==> src/hdl/ffea_pkg.sv <==
// ----------------------------------------------------------------------------
// ffea_pkg
// Shared types, widths and codes of the first-fit extent allocator.
// ----------------------------------------------------------------------------
package ffea_pkg;

   localparam int MAX_EXTENTS = 64;
   localparam int IDX_W       = $clog2(MAX_EXTENTS);
   localparam int CNT_W       = $clog2(MAX_EXTENTS + 1);
   localparam int PAGE_W      = 36;
   localparam int LEN_W       = 19;
   localparam int ACT_W       = 2;
   localparam int STAT_W      = 2;
   localparam int ADDR_W      = 4;
   localparam int DATA_W      = 64;

   localparam logic [LEN_W-1:0] LEN_MAX = {LEN_W{1'b1}};

   localparam logic [ACT_W-1:0] ACT_ALLOC = 2'd0;
   localparam logic [ACT_W-1:0] ACT_FREE  = 2'd1;
   localparam logic [ACT_W-1:0] ACT_INIT  = 2'd2;
   localparam logic [ACT_W-1:0] ACT_NONE  = 2'd3;

   localparam logic [STAT_W-1:0] ST_OK         = 2'd0;
   localparam logic [STAT_W-1:0] ST_NO_SPACE   = 2'd1;
   localparam logic [STAT_W-1:0] ST_TABLE_FULL = 2'd2;
   localparam logic [STAT_W-1:0] ST_BAD_COUNT  = 2'd3;

   localparam logic [0:0] REG_POOL_BASE  = 1'b0;
   localparam logic [0:0] REG_POOL_PAGES = 1'b1;

   typedef struct packed {
      logic [PAGE_W-1:0] start;
      logic [LEN_W-1:0]  len;
   } entry_type;

   typedef struct packed {
      logic              done;
      logic [STAT_W-1:0] status;
      logic [PAGE_W-1:0] base;
   } result_type;

endpackage

==> src/hdl/first_fit_extent_allocator_top.sv <==
// ----------------------------------------------------------------------------
// first_fit_extent_allocator_top
// First-fit page-extent allocator with coalescing on free.
// ----------------------------------------------------------------------------
// The free-extent table sits in a ring of 64 cells that rotates once for every
// init, alloc or free transaction; the sequencer at the ring's tail trims,
// merges, inserts or removes entries as they pass. Such a transaction raises
// rsp_valid after a full rotation of the ring, the last step loading the result
// register, then the response register; a zero-page alloc or free request and
// the unused action code skip the rotation and pass through those two registers.
// A new request is taken once the previous response has been accepted.
// Registers sit at byte address 0 (pool_base_page) and 8 (pool_pages).
module first_fit_extent_allocator_top (
   input  logic                          clock,
   input  logic                          reset,
   input  logic                          req_valid,
   output logic                          req_ready,
   input  logic [ffea_pkg::ACT_W-1:0]    req_action,
   input  logic [ffea_pkg::LEN_W-1:0]    req_req_pages,
   input  logic [ffea_pkg::PAGE_W-1:0]   req_free_base_page,
   output logic                          rsp_valid,
   input  logic                          rsp_ready,
   output logic [ffea_pkg::STAT_W-1:0]   rsp_status,
   output logic [ffea_pkg::PAGE_W-1:0]   rsp_alloc_base_page,
   input  logic                          csr_psel,
   input  logic                          csr_penable,
   input  logic                          csr_pwrite,
   input  logic [ffea_pkg::ADDR_W-1:0]   csr_paddr,
   input  logic [ffea_pkg::DATA_W-1:0]   csr_pwdata,
   output logic [ffea_pkg::DATA_W-1:0]   csr_prdata,
   output logic                          csr_pready
);
   import ffea_pkg::*;

   logic [PAGE_W-1:0] pool_base_ff;
   logic [LEN_W-1:0]  pool_pages_ff;
   logic              csr_write;
   logic              busy, shift_en, start;
   entry_type         tail;
   entry_type         ring [MAX_EXTENTS];
   result_type        result;
   logic              rsp_valid_ff, rsp_valid_in;
   logic [STAT_W-1:0] rsp_status_ff;
   logic [PAGE_W-1:0] rsp_base_ff;

   assign csr_pready = 1'b1;
   assign csr_write  = csr_psel && csr_penable && csr_pwrite;

   always_ff @(posedge clock) begin
      if (reset) begin
         pool_base_ff  <= '0;
         pool_pages_ff <= LEN_W'(262144);
      end else if (csr_write) begin
         unique case (csr_paddr[3:3])
            REG_POOL_BASE:  pool_base_ff  <= csr_pwdata[PAGE_W-1:0];
            REG_POOL_PAGES: pool_pages_ff <= csr_pwdata[LEN_W-1:0];
            default: ;
         endcase
      end
   end

   always_comb begin
      unique case (csr_paddr[3:3])
         REG_POOL_BASE:  csr_prdata = DATA_W'(pool_base_ff);
         REG_POOL_PAGES: csr_prdata = DATA_W'(pool_pages_ff);
         default:        csr_prdata = '0;
      endcase
   end

   assign req_ready = !busy && !rsp_valid_ff && !result.done;
   assign start     = req_valid && req_ready;

   genvar gi;
   generate
      for (gi = 0; gi < MAX_EXTENTS; gi++) begin : g_ring
         if (gi == MAX_EXTENTS - 1) begin : g_tail
            ffea_cell u_cell (.clock(clock), .shift_en(shift_en), .d(tail), .q(ring[gi]));
         end else begin : g_body
            ffea_cell u_cell (.clock(clock), .shift_en(shift_en), .d(ring[gi+1]),
                              .q(ring[gi]));
         end
      end
   endgenerate

   ffea_ctrl u_ctrl (
      .clock          (clock),
      .reset          (reset),
      .start          (start),
      .action         (req_action),
      .req_pages      (req_req_pages),
      .free_base_page (req_free_base_page),
      .pool_base_page (pool_base_ff),
      .pool_pages     (pool_pages_ff),
      .head           (ring[0]),
      .nxt            (ring[1]),
      .busy           (busy),
      .shift_en       (shift_en),
      .tail           (tail),
      .result         (result)
   );

   always_comb begin
      rsp_valid_in = rsp_valid_ff;
      if (rsp_valid_ff && rsp_ready) begin
         rsp_valid_in = 1'b0;
      end
      if (result.done) begin
         rsp_valid_in = 1'b1;
      end
   end

   always_ff @(posedge clock) begin
      if (reset) begin
         rsp_valid_ff <= 1'b0;
      end else begin
         rsp_valid_ff <= rsp_valid_in;
      end
   end

   always_ff @(posedge clock) begin
      if (result.done) begin
         rsp_status_ff <= result.status;
         rsp_base_ff   <= result.base;
      end
   end

   assign rsp_valid           = rsp_valid_ff;
   assign rsp_status          = rsp_status_ff;
   assign rsp_alloc_base_page = rsp_base_ff;

endmodule

==> src/hdl/ffea_cell.sv <==
// ----------------------------------------------------------------------------
// ffea_cell
// One slot of the extent ring; takes its neighbor's entry on each shift.
// ----------------------------------------------------------------------------
module ffea_cell (
   input  logic               clock,
   input  logic               shift_en,
   input  ffea_pkg::entry_type d,
   output ffea_pkg::entry_type q
);
   import ffea_pkg::*;

   entry_type entry_ff;

   always_ff @(posedge clock) begin
      if (shift_en) begin
         entry_ff <= d;
      end
   end

   assign q = entry_ff;

endmodule

==> src/hdl/ffea_ctrl.sv <==
// ----------------------------------------------------------------------------
// ffea_ctrl
// Pass sequencer: rotates the ring once per transaction and rewrites the
// stream at the tail to trim, merge, insert or remove entries.
// ----------------------------------------------------------------------------
module ffea_ctrl (
   input  logic                          clock,
   input  logic                          reset,
   input  logic                          start,
   input  logic [ffea_pkg::ACT_W-1:0]    action,
   input  logic [ffea_pkg::LEN_W-1:0]    req_pages,
   input  logic [ffea_pkg::PAGE_W-1:0]   free_base_page,
   input  logic [ffea_pkg::PAGE_W-1:0]   pool_base_page,
   input  logic [ffea_pkg::LEN_W-1:0]    pool_pages,
   input  ffea_pkg::entry_type           head,
   input  ffea_pkg::entry_type           nxt,
   output logic                          busy,
   output logic                          shift_en,
   output ffea_pkg::entry_type           tail,
   output ffea_pkg::result_type          result
);
   import ffea_pkg::*;

   localparam logic S_IDLE = 1'b0;
   localparam logic S_RUN  = 1'b1;

   localparam logic [1:0] M_NORMAL  = 2'd0;
   localparam logic [1:0] M_SHIFT   = 2'd1;
   localparam logic [1:0] M_DELAY   = 2'd2;
   localparam logic [1:0] M_REPLACE = 2'd3;

   logic              state_ff, state_in;
   logic [IDX_W-1:0]  step_ff, step_in;
   logic [ACT_W-1:0]  op_ff, op_in;
   logic [LEN_W-1:0]  req_ff, req_in;
   logic [PAGE_W-1:0] fbase_ff, fbase_in;
   logic [CNT_W-1:0]  count_ff, count_in;
   logic [1:0]        mode_ff, mode_in;
   logic              hit_ff, hit_in;
   entry_type         buf_ff, buf_in;
   logic [STAT_W-1:0] status_ff, status_in;
   logic [PAGE_W-1:0] abase_ff, abase_in;
   result_type        result_ff, result_in;

   logic              in_tbl, nxt_in_tbl, pred_here, zero_here, last;
   logic              has_pred, has_succ;
   logic [PAGE_W:0]   end_page, head_end;
   logic [LEN_W+1:0]  sum3;
   logic [LEN_W:0]    sum_p, sum_s;

   always_comb begin
      in_tbl     = {1'b0, step_ff} < count_ff;
      nxt_in_tbl = ({1'b0, step_ff} + CNT_W'(1)) < count_ff;
      last       = step_ff == IDX_W'(MAX_EXTENTS - 1);
      end_page   = {1'b0, fbase_ff} + (PAGE_W+1)'(req_ff);
      head_end   = {1'b0, head.start} + (PAGE_W+1)'(head.len);
      pred_here  = in_tbl && ({1'b0, head.start} < end_page) &&
                   (!nxt_in_tbl || ({1'b0, nxt.start} >= end_page));
      zero_here  = (step_ff == '0) &&
                   ((count_ff == '0) || ({1'b0, head.start} >= end_page));
      has_pred   = head_end == {1'b0, fbase_ff};
      sum3       = (LEN_W+2)'(head.len) + (LEN_W+2)'(req_ff) + (LEN_W+2)'(nxt.len);
      sum_p      = (LEN_W+1)'(head.len) + (LEN_W+1)'(req_ff);
      sum_s      = (LEN_W+1)'(nxt.len) + (LEN_W+1)'(req_ff);
      has_succ   = 1'b0;

      state_in  = state_ff;
      step_in   = step_ff;
      op_in     = op_ff;
      req_in    = req_ff;
      fbase_in  = fbase_ff;
      count_in  = count_ff;
      mode_in   = mode_ff;
      hit_in    = hit_ff;
      buf_in    = buf_ff;
      status_in = status_ff;
      abase_in  = abase_ff;
      result_in = '{done: 1'b0, status: status_ff, base: abase_ff};
      shift_en  = 1'b0;
      tail      = head;

      unique case (state_ff)
         S_IDLE: begin
            if (start) begin
               op_in    = action;
               req_in   = req_pages;
               fbase_in = free_base_page;
               step_in  = '0;
               mode_in  = M_NORMAL;
               hit_in   = 1'b0;
               abase_in = '0;
               status_in = (action == ACT_ALLOC) ? ST_NO_SPACE : ST_OK;
               if (((action == ACT_ALLOC) || (action == ACT_FREE)) && req_pages == '0) begin
                  result_in = '{done: 1'b1, status: ST_BAD_COUNT, base: '0};
               end else if (action == ACT_NONE) begin
                  result_in = '{done: 1'b1, status: ST_OK, base: '0};
               end else begin
                  state_in = S_RUN;
               end
            end
         end
         S_RUN: begin
            shift_en = 1'b1;
            step_in  = step_ff + IDX_W'(1);
            case (mode_ff)
               M_SHIFT: tail = nxt;
               M_DELAY: begin
                  tail   = buf_ff;
                  buf_in = head;
               end
               M_REPLACE: begin
                  tail    = buf_ff;
                  mode_in = M_NORMAL;
               end
               default: tail = head;
            endcase
            if (mode_ff == M_NORMAL && !hit_ff) begin
               case (op_ff)
                  ACT_INIT: begin
                     hit_in   = 1'b1;
                     tail     = '{start: pool_base_page, len: pool_pages};
                     count_in = (pool_pages != '0) ? CNT_W'(1) : '0;
                  end
                  ACT_ALLOC: begin
                     if (in_tbl && head.len >= req_ff) begin
                        hit_in    = 1'b1;
                        abase_in  = head.start;
                        status_in = ST_OK;
                        if (head.len == req_ff) begin
                           tail     = nxt;
                           mode_in  = M_SHIFT;
                           count_in = count_ff - CNT_W'(1);
                        end else begin
                           tail = '{start: head.start + PAGE_W'(req_ff),
                                    len: head.len - req_ff};
                        end
                     end
                  end
                  ACT_FREE: begin
                     if (pred_here) begin
                        hit_in   = 1'b1;
                        has_succ = nxt_in_tbl && ({1'b0, nxt.start} == end_page);
                        if (has_pred && has_succ && sum3 <= (LEN_W+2)'(LEN_MAX)) begin
                           tail     = '{start: head.start, len: sum3[LEN_W-1:0]};
                           mode_in  = M_SHIFT;
                           count_in = count_ff - CNT_W'(1);
                        end else if (has_pred && sum_p <= (LEN_W+1)'(LEN_MAX)) begin
                           tail = '{start: head.start, len: sum_p[LEN_W-1:0]};
                        end else if (has_succ && sum_s <= (LEN_W+1)'(LEN_MAX)) begin
                           buf_in  = '{start: fbase_ff, len: sum_s[LEN_W-1:0]};
                           mode_in = M_REPLACE;
                        end else if (count_ff >= CNT_W'(MAX_EXTENTS)) begin
                           status_in = ST_TABLE_FULL;
                        end else begin
                           buf_in   = '{start: fbase_ff, len: req_ff};
                           mode_in  = M_DELAY;
                           count_in = count_ff + CNT_W'(1);
                        end
                     end else if (zero_here) begin
                        hit_in   = 1'b1;
                        has_succ = (count_ff != '0) && ({1'b0, head.start} == end_page);
                        if (has_succ && sum_p <= (LEN_W+1)'(LEN_MAX)) begin
                           tail = '{start: fbase_ff, len: sum_p[LEN_W-1:0]};
                        end else if (count_ff >= CNT_W'(MAX_EXTENTS)) begin
                           status_in = ST_TABLE_FULL;
                        end else begin
                           tail     = '{start: fbase_ff, len: req_ff};
                           buf_in   = head;
                           mode_in  = M_DELAY;
                           count_in = count_ff + CNT_W'(1);
                        end
                     end
                  end
                  default: ;
               endcase
            end
            if (last) begin
               state_in  = S_IDLE;
               result_in = '{done: 1'b1, status: status_in, base: abase_in};
            end
         end
         default: state_in = S_IDLE;
      endcase
   end

   always_ff @(posedge clock) begin
      if (reset) begin
         state_ff  <= S_IDLE;
         count_ff  <= '0;
         result_ff <= '{done: 1'b0, status: ST_OK, base: '0};
      end else begin
         state_ff  <= state_in;
         count_ff  <= count_in;
         result_ff <= result_in;
      end
   end

   always_ff @(posedge clock) begin
      step_ff   <= step_in;
      op_ff     <= op_in;
      req_ff    <= req_in;
      fbase_ff  <= fbase_in;
      mode_ff   <= mode_in;
      hit_ff    <= hit_in;
      buf_ff    <= buf_in;
      status_ff <= status_in;
      abase_ff  <= abase_in;
   end

   assign busy   = state_ff == S_RUN;
   assign result = result_ff;

endmodule

==> config.mk <==
export PLATFORM = sky130hd
export DESIGN_NAME = first_fit_extent_allocator_top
export DESIGN_NICKNAME = d
export VERILOG_FILES = /design/src/hdl/ffea_pkg.sv /design/src/hdl/first_fit_extent_allocator_top.sv /design/src/hdl/ffea_cell.sv /design/src/hdl/ffea_ctrl.sv
export SDC_FILE = /design/constraint.sdc
export NUM_CORES = 2
export LEC_CHECK = 0
export ABC_AREA = 1
export BUFFER_PORTS_ARGS = -buffer_cell sky130_fd_sc_hd__buf_2
export CAP_MARGIN = 25
export CORE_ASPECT_RATIO = 2
export CORE_MARGIN = 4
export CORE_UTILIZATION = 56
export CTS_CLUSTER_SIZE = 40
export DETAILED_ROUTE_END_ITERATION = 12
export PLACE_DENSITY = 0.75
export SLEW_MARGIN = 20
export SYNTH_ARGS = -nofsm -noshare
export SYNTH_HDL_FRONTEND = slang
export SYNTH_SLANG_ARGS = --single-unit
==> constraint.sdc <==
create_clock -name clock -period 98.8 [get_ports clock]
set_input_delay 19.76 -clock clock [delete_from_list [all_inputs] [get_ports clock]]
set_output_delay 19.76 -clock clock [all_outputs]
set_load 0.1 [all_outputs]
## Yosys cells after proc, flatten, opt, wreduce, memory -nomap -nowiden

Cells that the tools add are included.

| operators by class | value |
|---|---|
| mux-type cells | 89 |
| add/subtract/negate cells | 12 |
| equality and inequality tests | 23 |
| order comparisons | 10 |
| reduce and logical (&&, ||, !) cells | 43 |
| bitwise gates (word level) | 2 |

Operator list:

| kind | count |
|---|---|
| 55-bit two-way mux | 21 |
| 55-bit one-hot mux with 3 select lines | 1 |
| 39-bit two-way mux | 4 |
| 36-bit two-way mux | 4 |
| 64-bit one-hot mux with 2 select lines | 1 |
| 55-bit one-hot mux with 2 select lines | 1 |
| 39-bit one-hot mux with 2 select lines | 1 |
| 36-bit by 19-bit adder with 37-bit output | 2 |
| 36-bit by 37-bit == test with 1-bit output | 2 |
| 36-bit by 37-bit >= comparator with 1-bit output | 2 |
| 36-bit one-hot mux with 2 select lines | 1 |
| 7-bit two-way mux | 9 |
| 19-bit by 19-bit adder with 20-bit output | 3 |
| 2-bit two-way mux | 22 |
| 20-bit by 19-bit <= comparator with 1-bit output, second input constant | 2 |
| 37-bit by 36-bit == test with 1-bit output | 1 |
| 36-bit by 37-bit < comparator with 1-bit output | 1 |
| 36-bit by 19-bit adder with 36-bit output | 1 |
| 21-bit by 19-bit adder with 21-bit output | 1 |
| 21-bit by 19-bit <= comparator with 1-bit output, second input constant | 1 |
| 7-bit one-hot mux with 3 select lines | 1 |
| 19-bit == test | 1 |
| 19-bit >= comparator | 1 |
| 1-bit logical AND | 19 |
| 38 further kinds | 76 |

| storage, ports and cells | value |
|---|---|
| bits in registers | 3820 |
| word-level logic and storage cells | 327 |

## Depth between registers and ports, before layout

| depth | value |
|---|---|
| word-level depth | 12 |
| depth in mapped cells | 35 |
| mapped depth without buffers | 34 |

## Modules after synthesis

From an unflattened synthesis, not the netlist that was laid out.

| second synthesis, totals | value |
|---|---|
| cells, all modules | 8548 |
| area, all modules | 138461.5 µm² |

Modules (own cells, without submodules):

| module | instances | cells an instance | area an instance (µm²) |
|---|---|---|---|
| ffea_cell | 64 | 55 | 1651.6 |
| ffea_ctrl | 1 | 4518 | 28631.2 |
| first_fit_extent_allocator_top | 1 | 510 | 4129.0 |

## Worst setup path before layout

Ideal clock, no wire load.

| path | value |
|---|---|
| kind | reg-to-output |
| start | register u_ctrl.state_ff, in the netlist u_ctrl.busy |
| end | output port req_ready |
| path buffers | 1 |
| cell stages (with the launch flop) | 3 |
| data arrival time | 81.360 ns |
| setup slack | -2.320 ns |
| data required time | 79.040 ns |
| cells stage by stage | dfxtp_1 > clkbuf_1 > nor3_1 |

| between the ends | value |
|---|---|
| cells in the longest elaborated chain, start to end | 3 |

Ends and longest elaborated chain:

| element | RTL line | text |
|---|---|---|
| start, declared | ffea_ctrl.sv:32 | `logic state_ff, state_in;` |
| start signal, assigned | ffea_ctrl.sv:192 | `state_ff <= state_in;` |
| 1-bit logical NOT | first_fit_extent_allocator_top.sv:70 | `assign req_ready = !busy && !rsp_valid_ff && !result.done;` |
| 1-bit logical AND (2 in series) | first_fit_extent_allocator_top.sv:70 |  |
| end, declared | first_fit_extent_allocator_top.sv:17 | `output logic req_ready,` |

Every way passes these cells.

## Worst setup path in the final report

| path | value |
|---|---|
| start | input port csr_paddr[3] (netlist name) |
| end | output port csr_prdata[18] (netlist name) |

| between the ends | value |
|---|---|
| cells in the longest elaborated chain, start to end | 2 |

Ends and longest elaborated chain:

| element | RTL line | text |
|---|---|---|
| start, declared | first_fit_extent_allocator_top.sv:28 | `input logic [ffea_pkg::ADDR_W-1:0] csr_paddr,` |
| 1-bit inverter (no line) | -- |  |
| 64-bit one-hot mux with 2 select lines (*) | first_fit_extent_allocator_top.sv:63 | `unique case (csr_paddr[3:3])` |
| end, declared | first_fit_extent_allocator_top.sv:30 | `output logic [ffea_pkg::DATA_W-1:0] csr_prdata,` |

Mark *: on every way between the ends. The rest lies on a longest branch, timed or not. The select of a mux whose other input is x is not followed.

==> results.md <==
- Status: completed
- Antenna-violating nets left: 0
- Primary FF master, synth: edfxtp_1
- Die Y-Extent: 710 um
- Antenna violations before repair: 25
- Crit path max-delay family: buffers and inverters
- Row Count: 257
- CP dominant cell by count: buf_2
- Flops & latches, synth: 3820
- Clk_lat worst skew: 900 ps
- Period utilisation layout: 42.7%
- Worst Clk Skew: 109 ps
- Crit-path cells: buf_2 > clkinv_1 > o21ai_0 > buf_2
- R2r endpoint: u_ctrl.buf_ff[20]
- Post-synth ARST share: 0%
- Comb pwr share: 8.3%
- Top Layer Used: met5
- CP Launch Point: csr_paddr[3]
- Type of the tightest min-delay check: reg2reg
- Post-synth EDFFs: 3717
- WS Path Type: in2out
- Setup slack after layout: 56650 ps
- Yosys warns: 0
- Highest clock rate: 23.7 MHz
- Final setup vio count: 0
- Setup TNS: 0 ps
- CP Capture Point: csr_prdata[18]
- Worst Reg-to-Reg Cells: 28
- Crit path depth: 4
- Placed inst area: 0.143 mm2
- GP Congestion: 1.00
- DR iter-0 viols: 7328
- Setup crit start kind: input port
- Detailed placement HPWL: 217000 um
- CORE AREA: 0.245 mm2
- Sequential-to-total area share from yosys stat: 82.5%
- Netlist cell types: 69
- Average cell area after synthesis: 16.2 um2
- Final hold vios: 0
- WP data required: 79040 ps
- Slowest stage delay, CP: 950 ps
- CTS H-tree lvls: 5
- Area grow syn2layout: 11.3%
- Via density: 5.76
- Post-Synthesis Cells: 8516
- Switching power total: 854 uW
- Tmin final: 42150 ps
- Largest net degree at the start of global routing: 214
- CP Data Arrival Time: 22390 ps
- CTS buffer count: 313
- Reg2Reg Setup Slack: 90030 ps
- Clock share of power: 36.6%
- Reg power frac: 55.1%
- Starting Density: 56.2%
- Met1 WL: 130000 um
- Die area: 0.255 mm2
- Worst-case clock buffer depth: 4
- Met3 Wirelength: 23600 um
- PostCTS Resize Cnt: 0
- Worst-path fanout max: 36
- Fin util: 62.6%
- Leakage: 0.0511 uW
- Layout cell share with drive strength beyond 1: 10.2%
- Worst slew pin tran: 1160 ps
- RSZ-0062 raised after global routing: no
- R2r startpoint: u_ctrl.req_ff[13]
- Final #Nets: 9257
- Remaining global-route overflow: 0
- Dpl ws: 56810 ps
- IO Pins: 237
- Netlist Area Pre-Place: 0.138 mm2
- Cell Pwr Density: 22.9 mW/mm2
- Worst VDD drop: 0.0261 mV
- Input/output buffers: 176
- TritonCTS clock tree: done
- Die width: 359 um
- Worst setup EP type: output pin
- Sw Ratio: 24.3%
- Slew HR: 22.9%
- Slowest cell on the critical path: clkinv_1
- Max-Cap Viols: 0
- Int Pwr: 2660 uW
- Met2 routed WL: 175000 um
- Root buffer cell: clkbuf_16
- Buf/Inv on CP: 3
- Drt wl/cell: 28.3 um
- CTS Sinks: 3820
- Drt total wl: 352000 um
- Design area: 0.153 mm2
- Clock transition at path regs: 70 ps
- Vias in the first global route: 71400
- Setup repair bufs after CTS: 0
- Slew Viols, Final: 0
- Global Route Usage Sum: 27.6%
- Via count: 71700
- Drt first pass iters: 8
- DRC: 0
- Hold_buf cts: 0
- First-pass GRT wire length: 501000 um
- Fillers: 17100
## kinds of logic (layout without fill, tap and decap cells)
group	Yosys count	count (layout)	synth area share (%)
compound gates	1151	1151	4.86
flops	3820	3820	82.5
fa+ha+maj	229	229	2.12
simple gates	2324	2324	7.07
mux	3	3	0.0218
xor+xnor	152	152	0.972
buf+inv	835	1434	2.45
other cells	2	91	0.00545
## per-stage QoR
| stage | std cells | hold WS, ps | total power, uW |
|---|---|---|---|
| after floorplan | 8543 | 386 | 2390 |
| after global placement | 11800 | 388 | 2240 |
| after detailed placement | 11800 | 389 | 2250 |
| after CTS | 12400 | 360 | 3540 |
| after global routing | 12400 | 379 | 3650 |
| final | 12400 | 378 | 3520 |
## metal layers
metal	vias to the layer above	GRT usage, %
li1	31900	-
met1	35800	34.3
met2	3184	45.8
met3	868	4.63
met4	2	15.9
met5	-	0
## cells in the mapped netlist, drive strengths merged (2+ instances only)
| cell type | count | area share [%] |
|---|---|---|
| nor4 | 25 | 0.13 |
| or2 | 54 | 0.25 |
| clkinv | 8 | 0.023 |
| xor2 | 111 | 0.71 |
| o22ai | 17 | 0.077 |
| a31oi | 43 | 0.20 |
| and2 | 7 | 0.032 |
| o221ai | 29 | 0.18 |
| nor2 | 402 | 1.1 |
| a21o | 14 | 0.076 |
| o221a | 3 | 0.025 |
| nand4 | 51 | 0.24 |
| a21boi | 25 | 0.14 |
| mux2i | 3 | 0.022 |
| o21ai | 360 | 1.3 |
| o21a | 43 | 0.23 |
| o211ai | 128 | 0.70 |
| nor3 | 50 | 0.23 |
| a221oi | 14 | 0.089 |
| and3 | 5 | 0.023 |
| buf | 114 | 0.48 |
| inv | 549 | 1.5 |
| ha | 222 | 2.0 |
| edfxtp | 3717 | 81 |
| o31ai | 8 | 0.044 |
| o21bai | 11 | 0.063 |
| dfxtp | 103 | 1.5 |
| nor3b | 4 | 0.022 |
| xnor2 | 41 | 0.26 |
| clkbuf | 164 | 0.45 |
| nand3 | 247 | 0.92 |
| nand2 | 1464 | 4.0 |
| nor4b | 2 | 0.013 |
| conb | 2 | 0.0055 |
| fa | 7 | 0.10 |
| nand3b | 11 | 0.060 |
| a2bb2oi | 3 | 0.019 |
| a21oi | 419 | 1.5 |
| a211oi | 15 | 0.082 |
| a22oi | 13 | 0.071 |
| o2111ai | 2 | 0.013 |
## worst min path at each step
stage | startpoint | end | slack [ps] | cells after the start
final | g_ring[4].g_body.u_cell.q[50] | g_ring[3].g_body.u_cell.q[50] | 380 | 0
after detailed placement | u_ctrl.result[34] | rsp_alloc_base_page[34] | 390 | 0
after global routing | g_ring[45].g_body.u_cell.q[6] | g_ring[44].g_body.u_cell.q[6] | 380 | 0
after CTS | g_ring[29].g_body.u_cell.q[3] | g_ring[28].g_body.u_cell.q[3] | 360 | 0
after floorplan | u_ctrl.result[0] | rsp_alloc_base_page[0] | 390 | 0
after global placement | u_ctrl.result[1] | rsp_alloc_base_page[1] | 390 | 0
## cell usage in the layout (no fill, tap or decap), drive strengths merged, types with 8 or more instances in the layout
cell type,Yosys,routed
bufinv,0,36
o31ai,8,8
nand4,51,51
a211oi,15,15
o21a,43,43
o21bai,11,11
diode,0,62
xor2,111,111
dfxtp,103,103
a31oi,43,43
nand3,247,247
nor2,402,402
buf,114,316
a221oi,14,14
o21ai,360,360
nor4,25,25
o22ai,17,17
a22oi,13,13
clkinvlp,0,25
a21o,14,14
ha,222,222
nor3,50,50
inv,549,569
conb,2,29
a21boi,25,25
clkinv,8,123
edfxtp,3717,3717
nand2,1464,1464
a21oi,419,419
o221ai,29,29
or2,54,54
xnor2,41,41
clkbuf,164,365
nand3b,11,11
o211ai,128,128
## power groups by stage
| stage | combinational, uW | clock, uW | sequential (uW) |
|---|---|---|---|
| 3_5_place_dp | 285 | 0 | 1970 |
| 3_3_place_gp | 278 | 0 | 1970 |
| 4_1_cts | 286 | 1320 | 1940 |
| 2_1_floorplan | 139 | 0 | 2250 |
| 6_report | 292 | 1290 | 1940 |
| 5_1_grt | 314 | 1390 | 1950 |
## state kept, by name, summed over array words and instances, names as in the netlist, 19 cells and up
name	cells
u_ctrl.result	39
pool_pages_ff	19
pool_base_ff	36
g_ring.g_body.u_cell.q	3465
rsp_alloc_base_page	36
u_ctrl.abase_ff	36
u_ctrl.buf_ff	55
u_ctrl.fbase_ff	36
g_ring.g_tail.u_cell.q	55
u_ctrl.req_ff	19
## layout make-up
type                            count  area [um2]  area share (%)
Timing Repair Buffer              316        2220            1.45
Tap cell                         3237        4050            2.64
Clock inverter                    196        2170            1.42
Sequential cell                  3820      114000            74.1
Inverter                          557        2100            1.37
Antenna cell                       62         155           0.101
Multi-Input combinational cell   3888       20900            13.6
Clock buffer                      365        8140            5.31
Power figures use the tool's default switching activity.
